==> src/hmtm_pkg.sv <==
`default_nettype none

package hmtm_pkg;

   // table geometry
   localparam int NAME_COUNT   = 27;
   localparam int NAME_MAX_LEN = 11;
   localparam int POS_W        = 4;
   localparam int CODE_W       = 5;
   localparam int LEN_W        = 4;

   localparam logic [POS_W-1:0]      POS_MAX  = 4'd15;
   localparam logic [NAME_COUNT-1:0] ALL_LIVE = {NAME_COUNT{1'b1}};

   // ascii letter bounds and the case offset
   localparam logic [7:0] LOWER_A    = 8'h61;
   localparam logic [7:0] LOWER_Z    = 8'h7a;
   localparam logic [7:0] CASE_SHIFT = 8'h20;

   // method names, left-justified, zero-padded to the longest name
   localparam logic [8*NAME_MAX_LEN-1:0] NAME_TEXT [NAME_COUNT] = '{
      {"DELETE",      40'h0},
      {"GET",         64'h0},
      {"HEAD",        56'h0},
      {"POST",        56'h0},
      {"PUT",         64'h0},
      {"CONNECT",     32'h0},
      {"OPTIONS",     32'h0},
      {"TRACE",       48'h0},
      {"COPY",        56'h0},
      {"LOCK",        56'h0},
      {"MKCOL",       48'h0},
      {"MOVE",        56'h0},
      {"PROPFIND",    24'h0},
      {"PROPPATCH",   16'h0},
      {"SEARCH",      40'h0},
      {"UNLOCK",      40'h0},
      {"REPORT",      40'h0},
      {"MKACTIVITY",   8'h0},
      {"CHECKOUT",    24'h0},
      {"MERGE",       48'h0},
      {"M-SEARCH",    24'h0},
      {"NOTIFY",      40'h0},
      {"SUBSCRIBE",   16'h0},
      {"UNSUBSCRIBE"},
      {"PATCH",       48'h0},
      {"PURGE",       48'h0},
      {"MKCALENDAR",   8'h0}
   };

   localparam logic [LEN_W-1:0] NAME_LEN [NAME_COUNT] = '{
      4'd6, 4'd3, 4'd4, 4'd4, 4'd3, 4'd7, 4'd7, 4'd5, 4'd4, 4'd4, 4'd5, 4'd4,
      4'd8, 4'd9, 4'd6, 4'd6, 4'd6, 4'd10, 4'd8, 4'd5, 4'd8, 4'd6, 4'd9,
      4'd11, 4'd5, 4'd5, 4'd10
   };

   // compare outcome handed from the matcher core to the top level
   typedef struct packed {
      logic [NAME_COUNT-1:0] next_mask;
      logic                  matched;
      logic [CODE_W-1:0]     code;
   } cmp_result_type;

endpackage

`default_nettype wire

==> src/hmtm_compare.sv <==
`default_nettype none

module hmtm_compare (
   input  wire logic [hmtm_pkg::NAME_COUNT-1:0] live_mask,
   input  wire logic [hmtm_pkg::POS_W-1:0]      position,
   input  wire logic [7:0]                      token_byte,
   output hmtm_pkg::cmp_result_type             result
);
   import hmtm_pkg::*;

   logic [7:0]            folded;
   logic [NAME_COUNT-1:0] next_mask;
   logic [NAME_COUNT-1:0] full_hit;
   logic [LEN_W:0]        seen_len;

   // fold a..z to upper case
   always_comb begin
      if (token_byte >= LOWER_A && token_byte <= LOWER_Z) begin
         folded = token_byte - CASE_SHIFT;
      end else begin
         folded = token_byte;
      end
   end

   // parallel compare of every live name at the current position
   always_comb begin
      next_mask = '0;
      for (int i = 0; i < NAME_COUNT; i++) begin
         for (int p = 0; p < NAME_MAX_LEN; p++) begin
            if (live_mask[i] && position == POS_W'(p) && POS_W'(p) < NAME_LEN[i] &&
                NAME_TEXT[i][8*(NAME_MAX_LEN-p)-1 -: 8] == folded) begin
               next_mask[i] = 1'b1;
            end
         end
      end
   end

   // names that end exactly on this byte
   assign seen_len = {1'b0, position} + (LEN_W+1)'(1);

   always_comb begin
      for (int i = 0; i < NAME_COUNT; i++) begin
         full_hit[i] = next_mask[i] && ({1'b0, NAME_LEN[i]} == seen_len);
      end
   end

   // names are distinct, so at most one full hit: or-encode its index
   always_comb begin
      result.next_mask = next_mask;
      result.matched   = |full_hit;
      result.code      = '0;
      for (int i = 0; i < NAME_COUNT; i++) begin
         if (full_hit[i]) begin
            result.code = result.code | CODE_W'(i);
         end
      end
   end

endmodule

`default_nettype wire

==> src/http_method_token_matcher.sv <==
`default_nettype none

// channel  | dir | signals                      | contents
// ---------+-----+------------------------------+----------------------------------
// req      | in  | tvalid tready tdata[7:0]     | token_byte; tlast = final_byte
// rsp      | out | tvalid tready tdata[7:0]     | method_code [4:0], zero [7:5];
//          |     | tuser[0]                     | tuser = matched
//
// one word per cycle sustained unless a final byte waits on a stalled result; a result
// passes the input register, then the result register around one compare stage
// the compare stage checks all 27 names in parallel against the held byte
// reset clears the live mask to all names, the position to zero, both valids
// a stalled result holds only a final byte in the input register; other bytes
// keep flowing since they produce no result

module http_method_token_matcher (
   input  wire logic       clock,
   input  wire logic       reset,
   input  wire logic       req_tvalid,
   output logic            req_tready,
   input  wire logic [7:0] req_tdata,   // [7:0] token_byte
   input  wire logic       req_tlast,
   output logic            rsp_tvalid,
   input  wire logic       rsp_tready,
   output logic [7:0]      rsp_tdata,   // [4:0] method_code, [7:5] zero
   output logic [0:0]      rsp_tuser    // [0] matched
);
   import hmtm_pkg::*;

   // input register
   logic                  in_valid_ff, in_valid_in;
   logic [7:0]            in_byte_ff, in_byte_in;
   logic                  in_last_ff, in_last_in;

   // token state
   logic [NAME_COUNT-1:0] mask_ff, mask_in;
   logic [POS_W-1:0]      pos_ff, pos_in;

   // result register
   logic                  out_valid_ff, out_valid_in;
   logic                  out_matched_ff, out_matched_in;
   logic [CODE_W-1:0]     out_code_ff, out_code_in;

   logic                  out_free;
   logic                  proceed;
   logic                  req_take;
   cmp_result_type        cmp;

   hmtm_compare u_compare (
      .live_mask  (mask_ff),
      .position   (pos_ff),
      .token_byte (in_byte_ff),
      .result     (cmp)
   );

   // handshake control
   assign out_free   = !out_valid_ff || rsp_tready;
   assign proceed    = in_valid_ff && (!in_last_ff || out_free);
   assign req_tready = !in_valid_ff || proceed;
   assign req_take   = req_tvalid && req_tready;

   // input register next values
   always_comb begin
      in_valid_in = in_valid_ff;
      in_byte_in  = in_byte_ff;
      in_last_in  = in_last_ff;
      if (req_take) begin
         in_valid_in = 1'b1;
         in_byte_in  = req_tdata;
         in_last_in  = req_tlast;
      end else if (proceed) begin
         in_valid_in = 1'b0;
      end
   end

   // token state next values
   always_comb begin
      mask_in = mask_ff;
      pos_in  = pos_ff;
      if (proceed) begin
         if (in_last_ff) begin
            mask_in = ALL_LIVE;
            pos_in  = '0;
         end else begin
            mask_in = cmp.next_mask;
            if (pos_ff != POS_MAX) begin
               pos_in = pos_ff + POS_W'(1);
            end
         end
      end
   end

   // result register next values
   always_comb begin
      out_valid_in   = out_valid_ff;
      out_matched_in = out_matched_ff;
      out_code_in    = out_code_ff;
      if (proceed && in_last_ff) begin
         out_valid_in   = 1'b1;
         out_matched_in = cmp.matched;
         out_code_in    = cmp.code;
      end else if (rsp_tready) begin
         out_valid_in = 1'b0;
      end
   end

   // control registers
   always_ff @(posedge clock) begin
      if (reset) begin
         in_valid_ff  <= 1'b0;
         out_valid_ff <= 1'b0;
         mask_ff      <= ALL_LIVE;
         pos_ff       <= '0;
      end else begin
         in_valid_ff  <= in_valid_in;
         out_valid_ff <= out_valid_in;
         mask_ff      <= mask_in;
         pos_ff       <= pos_in;
      end
   end

   // payload registers
   always_ff @(posedge clock) begin
      in_byte_ff     <= in_byte_in;
      in_last_ff     <= in_last_in;
      out_matched_ff <= out_matched_in;
      out_code_ff    <= out_code_in;
   end

   assign rsp_tvalid = out_valid_ff;
   assign rsp_tdata  = {3'b000, out_code_ff};
   assign rsp_tuser  = out_matched_ff;

`ifndef NO_ASSERTIONS
   // the state returns to its start after a final byte
   a_token_restart : assert property (@(posedge clock) disable iff (reset)
      proceed && in_last_ff |=> pos_ff == '0 && mask_ff == ALL_LIVE)
      else $error("token state not restarted after final byte");

   // past the longest name nothing can still be live
   a_long_dead : assert property (@(posedge clock) disable iff (reset)
      pos_ff > POS_W'(NAME_MAX_LEN) |-> mask_ff == '0)
      else $error("live name beyond longest name length");

   // a failed token reports code zero, a match reports a table index
   a_code_range : assert property (@(posedge clock) disable iff (reset)
      out_valid_ff |-> (out_matched_ff ? (out_code_ff < CODE_W'(NAME_COUNT))
                                       : (out_code_ff == '0)))
      else $error("method code out of range");

   // a held input word is not overwritten
   a_input_hold : assert property (@(posedge clock) disable iff (reset)
      in_valid_ff && !proceed |=> in_valid_ff && $stable(in_byte_ff)
                                  && $stable(in_last_ff))
      else $error("held input word lost");
`endif

endmodule

`default_nettype wire

==> config.mk <==
export PLATFORM = sky130hd
export DESIGN_NAME = http_method_token_matcher
export DESIGN_NICKNAME = d
export VERILOG_FILES = /design/src/hmtm_pkg.sv /design/src/hmtm_compare.sv /design/src/http_method_token_matcher.sv
export SDC_FILE = /design/constraint.sdc
export NUM_CORES = 1
export LEC_CHECK = 0
export BUFFER_PORTS_ARGS = -buffer_cell sky130_fd_sc_hd__buf_2
export CAP_MARGIN = 20
export CELL_PAD_IN_SITES_DETAIL_PLACEMENT = 1
export CELL_PAD_IN_SITES_GLOBAL_PLACEMENT = 1
export CORE_ASPECT_RATIO = 0.75
export CORE_MARGIN = 2
export CORE_UTILIZATION = 45
export CTS_BUF_LIST = sky130_fd_sc_hd__clkbuf_4 sky130_fd_sc_hd__clkbuf_8 sky130_fd_sc_hd__clkbuf_16
export DETAILED_ROUTE_END_ITERATION = 6
export GPL_ROUTABILITY_DRIVEN = 0
export PLACE_DENSITY_LB_ADDON = 0.05
export SLEW_MARGIN = 0
export SYNTH_ARGS = -nofsm -noshare
export SYNTH_HDL_FRONTEND = slang
export SYNTH_SLANG_ARGS = --single-unit
export TNS_END_PERCENT = 1
==> constraint.sdc <==
create_clock -name clock -period 3.9 [get_ports clock]
set_input_delay 0.78 -clock clock [delete_from_list [all_inputs] [get_ports clock]]
set_output_delay 0.78 -clock clock [all_outputs]
set_load 0.01 [all_outputs]
==> flow_metrics.tcl <==
set metrics [dict create \
    layout-drive-gt1-share_pct 13.36 \
    syn-cell-area_mm2 0.003892 \
    synth_area_leaders "dfxtp_1, edfxtp_1, nand2_1" \
    clk_pin_slew_worst_paths_ns 0.07 \
    grt_pass1_wl_um 25440 \
    drcViolationCount 1 \
    synth_enable_flop_cells 15 \
    nNetsFinal 542 \
    drv_slew 0 \
    die_w_um 111.4 \
    numCtsBuffers 5 \
    cts_setup_buffers 0 \
    start_util_pct 46.24 \
    hold_start "mask_ff[9]" \
    syn_to_final_growth_pct 10.80 \
    min_period_ns 3.689 \
    cts_buffer_depth 2 \
    multi_input_area_mm2 0.002544 \
    grt_pass1_vias 4448 \
    cap_viol_max_count 0 \
    place_inst 624 \
    status "complete, but fails checks" \
    start_kind "register" \
    htree_levels 2 \
    grt_max_degree 35 \
    endpoint_kind "register" \
    hold_viol 0 \
    clock_latency_ns 0.30 \
    finalCritPeriodShare_pct 94.59 \
    powerDensity_mw_per_mm2 291.8 \
    syn_area_per_cell_um2 7.632 \
    layout_commonest_cell "nand2_1" \
    rows 29 \
    worstReg2RegEnd "rsp_tuser" \
    first_pass_iters 7 \
    wl_um 16430 \
    setup_viol 0 \
    n_antenna_cell 0 \
    synth_top_area_share_pct 16.97 \
    r2r-start "in_byte_ff[0]" \
    post_dp_cell_area_mm2 0.004145 \
    cp_max_fo 17 \
    hold_buffers 0 \
    synth-main-ff-cell "dfxtp_1" \
    cts_sinks 48 \
    yosysWarnings 0 \
    drt_iter0_drc 734 \
    viasPerCell 7.073 \
    hold_depth 2 \
    ys_seq_area_share_pct 28.54 \
    synth_area_leader_cell "dfxtp_1" \
    wl_per_cell_um 26.00 \
    crit_arrival_ns 3.71 \
    fillCellCount 1093 \
    ant_nets 0 \
    ys_async_sr_fraction_pct 0 \
    worstMarginPinSlew_ns 1.150 \
    max_slew_margin_pct 23.14 \
    cp.required_ns 3.92 \
    rsz0062_at_grt "no" \
    antenna_found_initial 0 \
    dp_hpwl_um 12240 \
    violations "DRC" \
    clk_root_buffer_cell "clkbuf_16" \
    leakagePower_nw 1.594 \
    ys_ff_latch 48 \
    post_cts_resized 0 \
    peakVddDrop_v 0.0001961 \
    vias 4470 \
    ys_types 78 \
    fp.dieArea_mm2 0.009418 \
    final_cell_mix "nand2_1, nor2_1, dfxtp_1" \
    num_io_pins 24 \
    gr-total-overflow 0 \
    grtUsageTotal_pct 34.71 \
    layout.cells.non_filler 632 \
    regToRegSetupSlack_ns 0.21 \
    holdCritPathClass "register to register" \
    finalInstanceArea_mm2 0.004313 \
    core_area_mm2 0.008418 \
    cts_tree "built" \
    io_buffers 20 \
    syn_inst 510 \
    reg2regPathDepth 9 \
    die_height_um 84.55 \
    tns_ns 0 \
    fmax_mhz 271.1 \
    skew_ns 0.007836 \
    seqCellArea_mm2 0.001111 \
    holdPathEnd "mask_ff[9]" \
    crit_type "register to register" \
]
-- area by class of cell --
| cell class | instances | share of cell area (%) |
|---|---|---|
| timing repair buffer | 47 | 7.021 |
| sequential | 48 | 25.76 |
| inverter | 14 | 1.218 |
| clock buffer | 5 | 2.901 |
| clock inverter | 3 | 0.9864 |
| multi-input combinational | 407 | 58.98 |
| tap | 108 | 3.133 |
-- cells in the mapped netlist, drive strengths merged, types with 6 or more instances --
cell type and number:
a211oi 6, a21o 7, a21oi 23, a22oi 11
and3 7, buf 14, clkbuf 29, dfxtp 33
edfxtp 15, ha 6, inv 14, nand2 64
nand2b 11, nand3 17, nand3b 9, nand4 8
nor2 43, nor2b 8, nor3 13, o2111ai 6
o211ai 8, o21ai 34, o22ai 14, or3b 6
-- through the flow --
step                      setup slack (ns)  power [mW]  util [%]  hold slack, ns
final                               0.2108       1.258     51.23          0.4467
after global routing                0.1703       1.296     51.23          0.4849
after CTS                           0.3470       1.259     51.23          0.4499
after detailed placement            0.3573      0.7550     49.24          0.4386
after global placement              0.3157      0.7485     49.24          0.4388
after floorplan                     0.9478      0.6894         -          0.4218
-- state kept, by name, summed over array words and instances, names as in the netlist --
| signal | flops |
|---|---|
| mask_ff | 27 |
| in_byte_ff | 8 |
| out_code_ff | 5 |
| pos_ff | 4 |
| in_last_ff | 1 |
| in_valid_ff | 1 |
| rsp_tuser | 1 |
| rsp_tvalid | 1 |
-- logic make-up (layout without fill, tap and decap cells) --
kind of cell,after synthesis,after routing,synth area share [%]
buffers and inverters,57,69,6.300
AO/OA/AOI/OAI,162,162,29.54
adder cells (fa/ha/maj),6,6,1.929
other,1,3,0.09634
flip-flops,48,48,28.54
multiplexers,2,2,0.5143
AND/OR/NAND/NOR,234,234,33.08
-- power by group --
part	leakage (nW)	switching (mW)	total, mW	internal, mW
clock	0.0814	0.203	0.505	0.302
combinational	1.10	0.129	0.189	0.0601
sequential	0.417	0.0230	0.565	0.542
total	1.59	0.355	1.26	0.904
-- routing by layer --
layer	up-vias	part of all wire [%]	track usage, %
met5	-	0.34	4.103
met4	2	4.2	13.47
met3	69	13	11.84
met2	324	39	49.11
met1	2116	43	48.35
li1	1959	-	-
-- critical path: stages, from the launching register on --
cell and delay (ns):
edfxtp_1 0.67, or4_1 0.72, o22ai_2 0.31, a21oi_1 0.39, buf_4 0.31, o211ai_1 0.15
a21oi_1 0.10, or2_1 0.25, nor4bb_1 0.37, nand4_1 0.13
-- how the worst max path moves through the flow --
| stage | startpoint | to | slack [ns] | depth (start not counted) |
|---|---|---|---|---|
| 3_3_place_gp | in_byte_ff[0] | out_code_ff[3] | 0.32 | 9 |
| 5_1_grt | in_byte_ff[0] | out_code_ff[3] | 0.17 | 9 |
| 3_5_place_dp | in_byte_ff[0] | out_code_ff[2] | 0.36 | 8 |
| 6_report | in_byte_ff[0] | rsp_tuser | 0.21 | 9 |
| 4_1_cts | in_byte_ff[0] | out_code_ff[2] | 0.35 | 8 |
| 2_1_floorplan | pos_ff[0] | out_code_ff[3] | 0.95 | 11 |
No activity file was read; power rests on OpenSTA's default activity.
